**src/hdl/bounded_queue_stack_list_engine_assert.svh**
```systemverilog
// ----------------------------------------------------------------------------
// bounded queue, stack and list engine: assertion macros
// shared concurrent assertion forms used by the engine rtl
// ----------------------------------------------------------------------------
`ifndef BOUNDED_QUEUE_STACK_LIST_ENGINE_ASSERT_SVH
`define BOUNDED_QUEUE_STACK_LIST_ENGINE_ASSERT_SVH

// condition holds at every clock edge out of reset
`define BQSL_ASSERT_ALWAYS(label, clk, rst_n, cond) \
    label: assert property (@(posedge clk) disable iff (!(rst_n)) (cond)) \
        else $error("bqsl assertion failed");

// consequence holds in the same cycle as the antecedent
`define BQSL_ASSERT_SAME(label, clk, rst_n, ante, cons) \
    label: assert property (@(posedge clk) disable iff (!(rst_n)) (ante) |-> (cons)) \
        else $error("bqsl assertion failed");

// consequence holds in the cycle after the antecedent
`define BQSL_ASSERT_NEXT(label, clk, rst_n, ante, cons) \
    label: assert property (@(posedge clk) disable iff (!(rst_n)) (ante) |=> (cons)) \
        else $error("bqsl assertion failed");

`endif

```
**src/hdl/bqsl_pkg.sv**
```systemverilog
// ----------------------------------------------------------------------------
// bqsl_pkg
// field widths, operation, container and status codes of the engine
// ----------------------------------------------------------------------------
package bqsl_pkg;

    localparam int DEF_CAPACITY = 10;

    localparam int KIND_W   = 3;
    localparam int CONT_W   = 2;
    localparam int VALUE_W  = 32;
    localparam int ROOM_W   = 16;
    localparam int STATUS_W = 3;
    localparam int COUNT_W  = 4;

    typedef logic [STATUS_W-1:0] t_status;

    // operation codes
    localparam logic [KIND_W-1:0] KIND_INSERT       = 3'd0;
    localparam logic [KIND_W-1:0] KIND_REMOVE_FIRST = 3'd1;
    localparam logic [KIND_W-1:0] KIND_REMOVE_VALUE = 3'd2;
    localparam logic [KIND_W-1:0] KIND_CLEAR        = 3'd3;
    localparam logic [KIND_W-1:0] KIND_READ         = 3'd4;

    // container codes
    localparam logic [CONT_W-1:0] CONT_QUEUE   = 2'd0;
    localparam logic [CONT_W-1:0] CONT_STACK   = 2'd1;
    localparam logic [CONT_W-1:0] CONT_LIST    = 2'd2;
    localparam logic [CONT_W-1:0] CONT_INVALID = 2'd3;

    // status codes
    localparam t_status ST_OK          = 3'd0;
    localparam t_status ST_INVALID     = 3'd1;
    localparam t_status ST_FULL        = 3'd2;
    localparam t_status ST_EMPTY       = 3'd3;
    localparam t_status ST_NOT_FOUND   = 3'd4;
    localparam t_status ST_UNSUPPORTED = 3'd5;
    localparam t_status ST_TOO_SMALL   = 3'd6;

endpackage

```
**src/hdl/bounded_queue_stack_list_engine.sv**
```systemverilog
// ----------------------------------------------------------------------------
// bounded_queue_stack_list_engine
// command engine over a bounded queue, stack and list of signed 32-bit words
// ----------------------------------------------------------------------------
// A command is taken at a rising edge with start high and busy low; busy then
// stays high until the command's last result has been driven. Results appear
// on o_strobe for exactly one cycle each and cannot be stalled, so the
// receiver must take every strobe. A run of results (read) comes out on
// back-to-back cycles with o_last on the final one. Insert, clear, invalid and
// the other single-step error cases answer straight from the decode state;
// remove-first fetches the front word and answers when it arrives; read gives
// a size header and then the n stored words; remove-value on the list compares
// the entries in turn and, on a hit, moves each entry behind the removed one
// down a slot; a miss answers not found after the last compare.
// All of it runs through a single-port-read, single-port-write entry
// memory with a registered read, walked by one position counter under a
// small sequencer; that one read per cycle sets the read and search rate.
// The queue and stack live in circular slots with a per-store head pointer,
// so stack push and pops need no data movement.
// ----------------------------------------------------------------------------
`include "bounded_queue_stack_list_engine_assert.svh"

module bounded_queue_stack_list_engine #(
    parameter int CAPACITY = bqsl_pkg::DEF_CAPACITY
) (
    input  logic                                 i_clk,
    input  logic                                 i_rst_n,
    input  logic                                 start,
    output logic                                 busy,
    input  logic [bqsl_pkg::KIND_W-1:0]          i_kind,
    input  logic [bqsl_pkg::CONT_W-1:0]          i_container,
    input  logic signed [bqsl_pkg::VALUE_W-1:0]  i_value,
    input  logic [bqsl_pkg::ROOM_W-1:0]          i_buffer_room,
    input  logic                                 i_count_only,
    output logic                                 o_strobe,
    output logic [bqsl_pkg::STATUS_W-1:0]        o_status,
    output logic signed [bqsl_pkg::VALUE_W-1:0]  o_result_value,
    output logic [bqsl_pkg::COUNT_W-1:0]         o_entry_count,
    output logic                                 o_last
);

    // size, head and position width; slot and word address width
    localparam int CW    = $clog2(CAPACITY + 1);
    localparam int AW    = $clog2(3 * CAPACITY);
    localparam int DEPTH = 3 * CAPACITY;
    localparam logic [CW-1:0] CAP_C  = CW'(CAPACITY);
    localparam logic [CW:0]   CAP_W  = (CW+1)'(CAPACITY);

    // sequencer states
    localparam logic [2:0] S_IDLE  = 3'd0;  // waiting for a command
    localparam logic [2:0] S_EXEC  = 3'd1;  // decode, and the ops that end here
    localparam logic [2:0] S_POP   = 3'd2;  // front word arrives from memory
    localparam logic [2:0] S_SCMP  = 3'd3;  // list search, one compare a cycle
    localparam logic [2:0] S_MOVE  = 3'd4;  // close the gap after a removal
    localparam logic [2:0] S_RDOUT = 3'd5;  // stream the stored words

    // ---- state ----
    logic [2:0]                          r_state, n_state;
    logic [CW-1:0]                       r_size [3];
    logic [CW-1:0]                       n_size [3];
    logic [CW-1:0]                       r_head [3];
    logic [CW-1:0]                       n_head [3];
    logic [CW-1:0]                       r_idx, n_idx;

    // latched command fields
    logic [bqsl_pkg::KIND_W-1:0]         r_kind;
    logic [bqsl_pkg::CONT_W-1:0]         r_cont;
    logic [bqsl_pkg::VALUE_W-1:0]        r_value;
    logic [bqsl_pkg::ROOM_W-1:0]         r_room;
    logic                                r_count_only;

    // entry memory, one region of CAPACITY slots per store
    logic [bqsl_pkg::VALUE_W-1:0]        r_mem [DEPTH];
    logic [bqsl_pkg::VALUE_W-1:0]        r_rd_data;
    logic                                rd_en;
    logic [CW-1:0]                       rd_pos;
    logic                                wr_en;
    logic [CW-1:0]                       wr_slot;
    logic [bqsl_pkg::VALUE_W-1:0]        wr_data;
    logic [AW-1:0]                       rd_addr, wr_addr;

    // result register
    logic                                r_strobe, n_strobe;
    bqsl_pkg::t_status                   r_status, n_status;
    logic [bqsl_pkg::VALUE_W-1:0]        r_rval, n_rval;
    logic [bqsl_pkg::COUNT_W-1:0]        r_count, n_count;
    logic                                r_last, n_last;

    // selected store
    logic [CW-1:0]                       cur_n, cur_h, dec_h;
    logic [AW-1:0]                       cur_base;
    logic [CW:0]                         idx_p1, idx_p2;
    logic                                accept;

    // start of a store's region
    function automatic logic [AW-1:0] f_base(input logic [bqsl_pkg::CONT_W-1:0] c);
        logic [AW-1:0] b;
        unique case (c)
            bqsl_pkg::CONT_QUEUE: b = '0;
            bqsl_pkg::CONT_STACK: b = AW'(CAPACITY);
            bqsl_pkg::CONT_LIST:  b = AW'(2 * CAPACITY);
            default:              b = '0;
        endcase
        return b;
    endfunction

    // head plus offset, folded back into 0 .. CAPACITY-1
    function automatic logic [CW-1:0] f_slot(input logic [CW-1:0] h,
                                             input logic [CW-1:0] p);
        logic [CW:0] s;
        s = {1'b0, h} + {1'b0, p};
        if (s >= CAP_W) begin
            s = s - CAP_W;
        end
        return CW'(s);
    endfunction

    assign accept = start && (r_state == S_IDLE);
    assign busy   = (r_state != S_IDLE);

    always_comb begin
        unique case (r_cont)
            bqsl_pkg::CONT_QUEUE: begin cur_n = r_size[0]; cur_h = r_head[0]; end
            bqsl_pkg::CONT_STACK: begin cur_n = r_size[1]; cur_h = r_head[1]; end
            bqsl_pkg::CONT_LIST:  begin cur_n = r_size[2]; cur_h = r_head[2]; end
            default:              begin cur_n = '0;        cur_h = '0;        end
        endcase
    end

    assign cur_base = f_base(r_cont);
    assign dec_h    = (cur_h == '0) ? (CAP_C - CW'(1)) : (cur_h - CW'(1));
    assign idx_p1   = {1'b0, r_idx} + (CW+1)'(1);
    assign idx_p2   = {1'b0, r_idx} + (CW+1)'(2);
    assign rd_addr  = cur_base + AW'(f_slot(cur_h, rd_pos));
    assign wr_addr  = cur_base + AW'(wr_slot);

    // ---- sequencer ----
    always_comb begin
        n_state  = r_state;
        n_idx    = r_idx;
        n_size   = r_size;
        n_head   = r_head;
        n_strobe = 1'b0;
        n_status = bqsl_pkg::ST_OK;
        n_rval   = '0;
        n_count  = '0;
        n_last   = 1'b1;
        rd_en    = 1'b0;
        rd_pos   = '0;
        wr_en    = 1'b0;
        wr_slot  = '0;
        wr_data  = r_value;

        unique case (r_state)
            S_IDLE: begin
                if (accept) begin
                    n_state = S_EXEC;
                end
            end

            S_EXEC: begin
                n_state = S_IDLE;
                if (r_kind > bqsl_pkg::KIND_READ || r_cont == bqsl_pkg::CONT_INVALID) begin
                    n_strobe = 1'b1;
                    n_status = bqsl_pkg::ST_INVALID;
                end else begin
                    unique case (r_kind)
                        bqsl_pkg::KIND_INSERT: begin
                            n_strobe = 1'b1;
                            if (cur_n >= CAP_C) begin
                                n_status = bqsl_pkg::ST_FULL;
                            end else begin
                                wr_en = 1'b1;
                                // stack grows at the front, the others at the tail
                                if (r_cont == bqsl_pkg::CONT_STACK) begin
                                    wr_slot        = dec_h;
                                    n_head[r_cont] = dec_h;
                                end else begin
                                    wr_slot = f_slot(cur_h, cur_n);
                                end
                                n_size[r_cont] = cur_n + CW'(1);
                            end
                        end
                        bqsl_pkg::KIND_REMOVE_FIRST: begin
                            if (cur_n == '0) begin
                                n_strobe = 1'b1;
                                n_status = bqsl_pkg::ST_EMPTY;
                            end else begin
                                // fetch the front, retire it by moving the head
                                rd_en          = 1'b1;
                                n_head[r_cont] = f_slot(cur_h, CW'(1));
                                n_size[r_cont] = cur_n - CW'(1);
                                n_state        = S_POP;
                            end
                        end
                        bqsl_pkg::KIND_REMOVE_VALUE: begin
                            if (r_cont != bqsl_pkg::CONT_LIST) begin
                                n_strobe = 1'b1;
                                n_status = bqsl_pkg::ST_UNSUPPORTED;
                            end else if (cur_n == '0) begin
                                n_strobe = 1'b1;
                                n_status = bqsl_pkg::ST_EMPTY;
                            end else begin
                                rd_en   = 1'b1;
                                n_idx   = '0;
                                n_state = S_SCMP;
                            end
                        end
                        bqsl_pkg::KIND_CLEAR: begin
                            n_strobe = 1'b1;
                            if (cur_n == '0) begin
                                n_status = bqsl_pkg::ST_EMPTY;
                            end else begin
                                n_count        = bqsl_pkg::COUNT_W'(cur_n);
                                n_size[r_cont] = '0;
                            end
                        end
                        default: begin
                            // read
                            n_strobe = 1'b1;
                            if (r_count_only) begin
                                if (r_room != '0) begin
                                    n_status = bqsl_pkg::ST_INVALID;
                                end else begin
                                    n_count = bqsl_pkg::COUNT_W'(cur_n);
                                end
                            end else if (r_room < bqsl_pkg::ROOM_W'(cur_n)) begin
                                n_status = bqsl_pkg::ST_TOO_SMALL;
                                n_count  = bqsl_pkg::COUNT_W'(cur_n);
                            end else begin
                                // size header, then the words front to back
                                n_count = bqsl_pkg::COUNT_W'(cur_n);
                                n_last  = (cur_n == '0);
                                if (cur_n != '0) begin
                                    rd_en   = 1'b1;
                                    n_idx   = '0;
                                    n_state = S_RDOUT;
                                end
                            end
                        end
                    endcase
                end
            end

            S_POP: begin
                n_strobe = 1'b1;
                n_rval   = r_rd_data;
                n_state  = S_IDLE;
            end

            S_SCMP: begin
                // r_rd_data holds the list word at r_idx
                if (r_rd_data == r_value) begin
                    if (idx_p1 == {1'b0, cur_n}) begin
                        n_strobe       = 1'b1;
                        n_size[r_cont] = cur_n - CW'(1);
                        n_state        = S_IDLE;
                    end else begin
                        rd_en   = 1'b1;
                        rd_pos  = CW'(idx_p1);
                        n_state = S_MOVE;
                    end
                end else if (idx_p1 == {1'b0, cur_n}) begin
                    n_strobe = 1'b1;
                    n_status = bqsl_pkg::ST_NOT_FOUND;
                    n_state  = S_IDLE;
                end else begin
                    rd_en  = 1'b1;
                    rd_pos = CW'(idx_p1);
                    n_idx  = CW'(idx_p1);
                end
            end

            S_MOVE: begin
                // r_rd_data holds the word at r_idx + 1, shift it down one slot
                wr_en   = 1'b1;
                wr_slot = f_slot(cur_h, r_idx);
                wr_data = r_rd_data;
                if (idx_p2 == {1'b0, cur_n}) begin
                    n_strobe       = 1'b1;
                    n_size[r_cont] = cur_n - CW'(1);
                    n_state        = S_IDLE;
                end else begin
                    rd_en  = 1'b1;
                    rd_pos = CW'(idx_p2);
                    n_idx  = CW'(idx_p1);
                end
            end

            S_RDOUT: begin
                n_strobe = 1'b1;
                n_rval   = r_rd_data;
                n_count  = bqsl_pkg::COUNT_W'(cur_n);
                n_last   = (idx_p1 == {1'b0, cur_n});
                if (idx_p1 == {1'b0, cur_n}) begin
                    n_state = S_IDLE;
                end else begin
                    rd_en  = 1'b1;
                    rd_pos = CW'(idx_p1);
                    n_idx  = CW'(idx_p1);
                end
            end

            default: begin
                n_state = S_IDLE;
            end
        endcase
    end

    // ---- control registers ----
    always_ff @(posedge i_clk) begin
        if (!i_rst_n) begin
            r_state  <= S_IDLE;
            r_idx    <= '0;
            r_size   <= '{default: '0};
            r_head   <= '{default: '0};
            r_strobe <= 1'b0;
        end else begin
            r_state  <= n_state;
            r_idx    <= n_idx;
            r_size   <= n_size;
            r_head   <= n_head;
            r_strobe <= n_strobe;
        end
    end

    // ---- payload registers ----
    always_ff @(posedge i_clk) begin
        if (accept) begin
            r_kind       <= i_kind;
            r_cont       <= i_container;
            r_value      <= i_value;
            r_room       <= i_buffer_room;
            r_count_only <= i_count_only;
        end
        r_status <= n_status;
        r_rval   <= n_rval;
        r_count  <= n_count;
        r_last   <= n_last;
    end

    // ---- entry memory ----
    always_ff @(posedge i_clk) begin
        if (wr_en) begin
            r_mem[wr_addr] <= wr_data;
        end
        if (rd_en) begin
            r_rd_data <= r_mem[rd_addr];
        end
    end

    assign o_strobe       = r_strobe;
    assign o_status       = r_status;
    assign o_result_value = r_rval;
    assign o_entry_count  = r_count;
    assign o_last         = r_last;

    // ---- assertions ----
    `BQSL_ASSERT_ALWAYS(a_size_bound, i_clk, i_rst_n, (r_size[0] <= CAP_C) && (r_size[1] <= CAP_C) && (r_size[2] <= CAP_C))
    `BQSL_ASSERT_NEXT(a_accept_busy, i_clk, i_rst_n, start && !busy, busy)
    `BQSL_ASSERT_NEXT(a_last_gap, i_clk, i_rst_n, o_strobe && o_last, !o_strobe)
    `BQSL_ASSERT_NEXT(a_run_continues, i_clk, i_rst_n, o_strobe && !o_last, o_strobe)
    `BQSL_ASSERT_SAME(a_error_single, i_clk, i_rst_n, o_strobe && (o_status != bqsl_pkg::ST_OK), o_last)

endmodule
```
**config.mk**
```make
export PLATFORM = sky130hd
export DESIGN_NAME = bounded_queue_stack_list_engine
export DESIGN_NICKNAME = d
export VERILOG_FILES = /design/src/hdl/bqsl_pkg.sv /design/src/hdl/bounded_queue_stack_list_engine.sv
export VERILOG_INCLUDE_DIRS = /design/src /design/src/hdl
export SDC_FILE = /design/constraint.sdc
export NUM_CORES = 1
export LEC_CHECK = 0
export BUFFER_PORTS_ARGS = -buffer_cell sky130_fd_sc_hd__buf_2
export CELL_PAD_IN_SITES_DETAIL_PLACEMENT = 2
export CELL_PAD_IN_SITES_GLOBAL_PLACEMENT = 2
export CORE_UTILIZATION = 43
export CTS_CLUSTER_SIZE = 30
export DETAILED_ROUTE_END_ITERATION = 6
export PLACE_DENSITY = 0.74
export SLEW_MARGIN = 5
export SYNTH_ARGS = -nofsm -noshare
export SYNTH_HDL_FRONTEND = slang
export SYNTH_SLANG_ARGS = --single-unit
```
**constraint.sdc**
```tcl
create_clock -name i_clk -period 8.9 [get_ports i_clk]
set_input_delay 0 -clock i_clk [delete_from_list [all_inputs] [get_ports i_clk]]
set_output_delay 0 -clock i_clk [all_outputs]
set_load 0.01 [all_outputs]
```
Word level (Yosys, flattened, before mapping)
Memory sizes are Yosys's and may differ from the RTL's. A register that Yosys moved wholly into a read port is not among the register bits.
Cells that the tools add are included.
- add/sub/neg operators: 15
- $mul: 0
- divide/modulo/power cells: 0
- $lt $le $gt $ge: 9
- equality and inequality tests: 35
- shift operators: 0
- mux-type cells: 110
- bitwise gates (word level): 4
- reductions and logical operators: 25
- operators by type and width (cell ; count):
    $mux W12 ; 10
    $mux W4 ; 29
    $pmux W12 S3 ; 2
    $bwmux W12 ; 4
    $mux W3 ; 15
    $pmux W4 S2 ; 5
    $eq A32 B32 Y1 ; 1
    $mux W32 ; 1
    $ne A2 B2 Y1 const B ; 12
    $ne A3 B3 Y1 const B ; 8
    $pmux W12 S2 ; 1
    $pmux W4 S3 ; 2
    $mux W1 ; 23
    $ge A5 B4 Y1 const B ; 4
    $pmux W3 S3 ; 2
    $lt A16 B4 Y1 ; 1
    $pmux W4 S4 ; 1
    $reduce_bool A16 Y1 ; 1
    $sub A4 B4 Y4 const B ; 4
    $add A4 B4 Y5 ; 3
    $pmux W3 S5 ; 1
    $and A12 B12 Y12 ; 1
    $eq A3 B2 Y1 const B ; 4
    $not A12 Y12 ; 1
    39 further kinds ; 62
- bits in registers: 126
- bits in latches: 0
- RAM bits: 960
- ROM bits: 0
- input port bits: 57
- output and inout port bits: 42
- logic and storage cells: 217
- memories: 1
- memory list (name ; words ; bits a word ; rd ports ; clocked after Yosys merged registers in ; wr ports ; RTL line ; text):
    r_mem ; 30 ; 32 ; 1 ; 1 ; 1 ; bounded_queue_stack_list_engine.sv:73 ; logic [bqsl_pkg::VALUE_W-1:0] r_mem [DEPTH];

Depth between registers and ports, before layout
- word-level depth: 12
- gate-level depth with buffers: 26
- gate-level depth less buffers: 22

Worst setup path after synthesis
OpenSTA, ideal clock, no wires.
- kind: reg2reg
- start point: register r_cont[1] in the netlist's numbering
- end point: memory r_mem[28][0] in the netlist's numbering, enable pin
- library setup time: 0.461 ns
- data arrival time: 6.938 ns
- data required time: 8.439 ns
- slack: 1.501 ns
- cell stages (with the launch flop): 23
- buffers on the path: 3
- clock period less this slack: 7.399 ns
- path through: edfxtp_1 buf_6 nand2b_4 buf_6 inv_2 buf_1 nand2_1 o21ai_0 ha_1 inv_1 fa_1 xor2_1 ha_1 nand2_1 a221oi_1 mux2_2 o22ai_1 ha_1 a21o_1 a21oi_1 xnor2_1 nand2_1 nor3_1
- word-level cells in the longest chain between the ends: 11
- elaborated cells on any way between the ends: 32
- those cells by class: 6 x add/sub; 3 x order compare; 3 x eq/ne; 17 x mux; 3 x reduce/logical
- RTL lines (item ; RTL line ; text):
    start: declaration ; bounded_queue_stack_list_engine.sv:67 ; logic [bqsl_pkg::CONT_W-1:0] r_cont;
    start signal: assignment ; bounded_queue_stack_list_engine.sv:331 ; r_cont <= i_container;
    $eq A2 B2 Y1, or another cell as far along ; bounded_queue_stack_list_engine.sv:98, bounded_queue_stack_list_engine.sv:122 ;
    $pmux W4 S3 ; bounded_queue_stack_list_engine.sv:122 ; unique case (r_cont)
    $add A4 B4 Y5 ; bounded_queue_stack_list_engine.sv:111 ; s = {1'b0, h} + {1'b0, p};
    $sub A4 B4 Y4 or $ge A5 B4 Y1 (tied branches) ; bounded_queue_stack_list_engine.sv:113, bounded_queue_stack_list_engine.sv:112 ;
    $mux W4 ; bounded_queue_stack_list_engine.sv:112 ; if (s >= CAP_W) begin
    $mux W4 ; bounded_queue_stack_list_engine.sv:175 ; if (r_cont == bqsl_pkg::CONT_STACK) begin
    $mux W4 ; bounded_queue_stack_list_engine.sv:170 ; if (cur_n >= CAP_C) begin
    $mux W4 ; bounded_queue_stack_list_engine.sv:167 ; unique case (r_kind)
    $mux W4 ; bounded_queue_stack_list_engine.sv:163 ; if (r_kind > bqsl_pkg::KIND_READ || r_cont == bqsl_pkg::CONT_INVALID) begin
    $pmux W4 S2 ; bounded_queue_stack_list_engine.sv:154 ; unique case (r_state)
    $add A5 B4 Y5 ; bounded_queue_stack_list_engine.sv:135 ; assign wr_addr = cur_base + AW'(wr_slot);
    end: declaration ; bounded_queue_stack_list_engine.sv:73 ;
Several ways; a longest one is shown, not always the timed one.

Worst setup path in the final report
- start point: register r_cont[0] in the netlist's numbering
- end point: register r_rd_data[8] in the netlist's numbering, read port of r_mem (data pin)
- word-level cells in the longest chain between the ends: 9
- elaborated cells on any way between the ends: 32
- those cells by class: 3 x add/sub; 2 x order compare; 6 x eq/ne; 17 x mux; 4 x reduce/logical
- RTL lines (item ; RTL line ; text):
    $eq A2 B2 Y1, or another cell as far along ; bounded_queue_stack_list_engine.sv:98, bounded_queue_stack_list_engine.sv:122 ;
    $pmux W4 S3 ; bounded_queue_stack_list_engine.sv:122 ;
    $eq A5 B4 Y1, or another cell as far along ; bounded_queue_stack_list_engine.sv:254, bounded_queue_stack_list_engine.sv:263, bounded_queue_stack_list_engine.sv:295 ;
    $mux W4, or another cell as far along ; bounded_queue_stack_list_engine.sv:254, bounded_queue_stack_list_engine.sv:263, bounded_queue_stack_list_engine.sv:295 ;
    $pmux W4 S2 or $mux W1 (tied branches) ; bounded_queue_stack_list_engine.sv:154, bounded_queue_stack_list_engine.sv:227 ;
    $add A4 B4 Y5 or $mux W1 (tied branches) ; bounded_queue_stack_list_engine.sv:111, bounded_queue_stack_list_engine.sv:221 ;
    $sub A4 B4 Y4, or another cell as far along ; bounded_queue_stack_list_engine.sv:113 ; s = s - CAP_W;
    $mux W4 or $mux W1 (tied branches) ; bounded_queue_stack_list_engine.sv:112, bounded_queue_stack_list_engine.sv:163 ;
    $add A5 B4 Y5 or $pmux W1 S3 (tied branches) ; bounded_queue_stack_list_engine.sv:134, bounded_queue_stack_list_engine.sv:154 ;
    end: declaration ; bounded_queue_stack_list_engine.sv:74 ; logic [bqsl_pkg::VALUE_W-1:0] r_rd_data;
Several ways; a longest one is shown, not always the timed one.
A chain may end at the register's enable or synchronous reset.

==> impl_metrics.csv <==
group,metric,value,unit
timing,maxSlewViolCount,0,
floorplan,die_area,105000,sq um
clock_tree,clkSlewWorstSetupHoldPaths,60,ps
clock_tree,cts-root-buf,"clkbuf_16",
setup_path,reg2reg_to,"r_rd_data[8]$_DFFE_PP_",
global_route,grt_pass1_wl,211,mm
layout,stdcell_area,52100,sq um
clock_tree,cts_max_level,3,
floorplan,core-area,102000,sq um
layout,fill_cells,8874,
detailed_routing,vias,24500,
layout,fin_nets,2605,
run,drv_cap,0,
timing,hold_violations,0,
timing,period_needed,8120,ps
timing,worst_pin_slew,1310,ps
floorplan,initial_utilization,43.6,%
timing,finalHoldWorstSlack,11.8,ps
power_and_ir_drop,power_density,216,nW/um^2
timing,final.setup_skew,43.8,ps
placed_design,gp_congestion,0.797,
detailed_routing,drtIter0Drc,2513,
placed_design,port_buffers,98,
power_and_ir_drop,internal_power,8.70,mW
timing,setup_viol,0,
global_route,grtUsageTotal,29.3,%
setup_path,startpoint_type,"register",
floorplan,pin_count,99,
clock_tree,clkLatencyLatePin,750,ps
clock_tree,cts_sinks,1118,
logic_synthesis,synthesis.area,44600,sq um
power_and_ir_drop,finalPower,11.3,mW
logic_synthesis,synth_top_cell_area_share,70.4,%
timing,rsz0062_at_grt,"false",
timing,relSlewSlack,12.2,%
logic_synthesis,ys_seq_area_share,73.7,%
global_route,grt_overflow_total,0,
layout,final_util,51.0,%
floorplan,die_h,324,microns
logic_synthesis,async_flop_share,0,%
power_and_ir_drop,p_clk_share,43.5,%
timing,fin_crit_sh,91.3,%
global_route,grt_max_degree,100,
hold_path,hold_depth,2,
logic_synthesis,synth.distinct_cells,71,
detailed_routing,first_pass_iters,5,
setup_path,rr_worst_depth,22,
clock_tree,tritoncts,"done",
hold_path,hold_start,"i_buffer_room[1]",
clock_tree,postCtsResizedCells,0,
power_and_ir_drop,sequentialPowerShare,51.8,%
setup_path,required,9380,ps
timing,setup_tns,0,ps
setup_path,critPathMaxFanout,38,
logic_synthesis,syn_avg_cell_area,20.0,sq um
setup_path,crit_path_end_kind,"register",
placed_design,dpl.hpwl,88.0,mm
clock_tree,cts.path.max_buffers,3,
power_and_ir_drop,switching_share,22.9,%
logic_synthesis,synth_top_area_cell,"edfxtp_1",
setup_path,arrival,8610,ps
global_route,antenna_found_initial,4,
power_and_ir_drop,ir_worst_vdd,0.169,mV
timing,fmax,0.123,GHz
logic_synthesis,yosysWarningCount,0,
setup_path,r2r-start,"r_cont[0]$_DFFE_PP_",
floorplan,die_w,324,microns
hold_path,worstHoldPathType,"in -> reg",
run_status,status,"finished, final reports clean",
setup_path,crit_type,"reg -> reg",
logic_synthesis,synthTopCellsByArea,"edfxtp_1, mux4_2, dfxtp_1",
power_and_ir_drop,p_comb_share,4.7,%
logic_synthesis,syn-num-nets,2327,
placed_design,place_area,47300,sq um
detailed_routing,ant_nets,0,
logic_synthesis,synth_edf_count,1046,
logic_synthesis,postSynth.topFlopCell,"edfxtp_1",
detailed_routing,wl_per_cell,38.2,microns
detailed_routing,viasPerCell,6.17,
setup_path,reg2reg_setup_slack,780,ps
global_route,grt_pass1_vias,26600,
detailed_routing,drc_errors,0,
clock_tree,numCtsBuffers,117,
logic_synthesis,ys_seq_elements,1118,
layout,drive_above_1_share,28.5,%
layout,synthToLayoutAreaGrowth,16.9,%
power_and_ir_drop,p_leak,16.7,nW
hold_path,min_to,"r_room[1]$_DFFE_PP_",
detailed_routing,finalWirelength,152,mm
layout,antenna_cells,0,
logic_synthesis,synth_cells,2231,
floorplan,num_rows,117,
power_and_ir_drop,p_sw,2.58,mW
-- stage by stage --
stage | setup slack (ps) | instances
2_1_floorplan | 1500 | 2231
3_3_place_gp | 1460 | 3649
3_5_place_dp | 891 | 3649
4_1_cts | 807 | 3970
5_1_grt | 308 | 3975
6_report | 777 | 3975
-- registers in the layout (all words and copies together) (netlist names), 12 cells and up --
register / count
r_size: 12
r_value: 32
r_room: 16
o_result_value: 32
r_mem: 960
r_rd_data: 32
r_head: 12
-- power groups by stage --
stage	combinational, mW	sequential (mW)	clock (mW)
floorplan	0.302	5.93	0
global placement	0.441	5.95	0
detailed placement	0.486	5.95	0
CTS	0.530	5.84	4.92
global route	0.562	5.84	5.11
finish	0.535	5.84	4.90
-- cell usage after synthesis (5+ instances only) --
| library cell | n |
|---|---|
| clkbuf_1 | 71 |
| mux2i_1 | 28 |
| o22ai_1 | 6 |
| nor2_1 | 75 |
| edfxtp_1 | 1046 |
| nand4_1 | 9 |
| nor4_1 | 7 |
| nor2b_1 | 38 |
| ha_1 | 34 |
| o21ai_0 | 22 |
| and2_1 | 5 |
| nand3_1 | 19 |
| a21oi_1 | 40 |
| buf_1 | 27 |
| nor3_1 | 17 |
| fa_1 | 5 |
| a21o_1 | 11 |
| o211ai_1 | 6 |
| nand2_1 | 155 |
| nand2b_1 | 7 |
| dfxtp_1 | 72 |
| mux4_2 | 288 |
| inv_1 | 30 |
| a31oi_1 | 6 |
| xnor2_1 | 54 |
| mux2_2 | 66 |
-- cells by family after synthesis --
| family | share of synthesized area (%) |
|---|---|
| XOR/XNOR | 1.14 |
| flip-flops | 73.7 |
| AND/OR/NAND/NOR | 3.66 |
| adder cells (fa/ha/maj) | 1.18 |
| buffers and inverters | 1.19 |
| multiplexers | 16.9 |
| AO/OA/AOI/OAI | 2.23 |
-- how the worst max path moves through the flow --
stage | cells after the start | startpoint | slack (ps) | to
floorplan | 22 | r_cont[1]$_DFFE_PP_ | 1500 | r_mem[28][0]$_DFFE_PP_
global route | 22 | r_cont[0]$_DFFE_PP_ | 310 | r_rd_data[19]$_DFFE_PP_
global placement | 22 | r_cont[1]$_DFFE_PP_ | 1460 | r_rd_data[17]$_DFFE_PP_
CTS | 22 | r_cont[0]$_DFFE_PP_ | 810 | r_rd_data[19]$_DFFE_PP_
finish | 22 | r_cont[0]$_DFFE_PP_ | 780 | r_rd_data[8]$_DFFE_PP_
detailed placement | 22 | r_cont[0]$_DFFE_PP_ | 890 | r_rd_data[19]$_DFFE_PP_
-- final cells by class --
type	instances	area [sq um]	area share (%)
clock buffer	148	3120	5.98
timing repair buffer	262	2220	4.26
clock inverter	69	594	1.14
inverter	33	124	0.238
tap	1368	1710	3.28
multi-input combinational	977	11500	22.1
sequential	1118	32900	63.0
-- worst max-delay path, cell delays in order, from the launching register on --
cell and delay [ps]:
edfxtp_1 920, nand2b_4 190, inv_2 420, o2bb2ai_2 350, xnor2_1 220, nand3_1 200
o21ai_0 370, o21ba_2 250, nand2_1 110, o41ai_1 130, ha_4 230, fa_1 470
xnor2_1 360, ha_1 280, nand2_1 70, a21boi_0 420, xnor2_1 230, ha_4 190
inv_1 80, fa_4 1220, buf_12 330, mux4_2 380, mux2_2 320
-- per-layer routing --
layer  up-vias  share of wire [%]  track usage, %
met5         -              0.027               0
li1       9637                  -               -
met3       298                6.0            4.60
met2      1171                 51            51.2
met1     13400                 38            36.4
met4         6                4.6            12.1
-- timing repair --
item / CTS / global route
hold buffers: 104 / 1
setup buffers: 0 / 0
endpoints found under the hold margin: 76 / 1
-- placed cells by master (no fill, tap or decap), types with 5 or more instances in the layout --
cell type,n
a21o_1,11
a21oi_1,39
a31oi_1,6
buf_12,19
buf_2,98
buf_4,40
bufinv_16,7
clkbuf_1,25
clkbuf_16,118
clkbuf_8,5
clkinv_1,21
clkinv_2,30
dfxtp_1,72
dlygate4sd3_1,105
edfxtp_1,1046
ha_1,32
inv_1,30
mux2_2,66
mux2i_1,28
mux4_2,288
nand2_1,154
nand2b_1,7
nand3_1,18
nand4_1,9
nor2_1,47
nor2_4,28
nor2b_1,38
nor3_1,15
nor4_1,6
o211ai_1,6
o21ai_0,22
o22ai_1,6
xnor2_1,52
No activity file was read; power rests on OpenSTA's default activity.
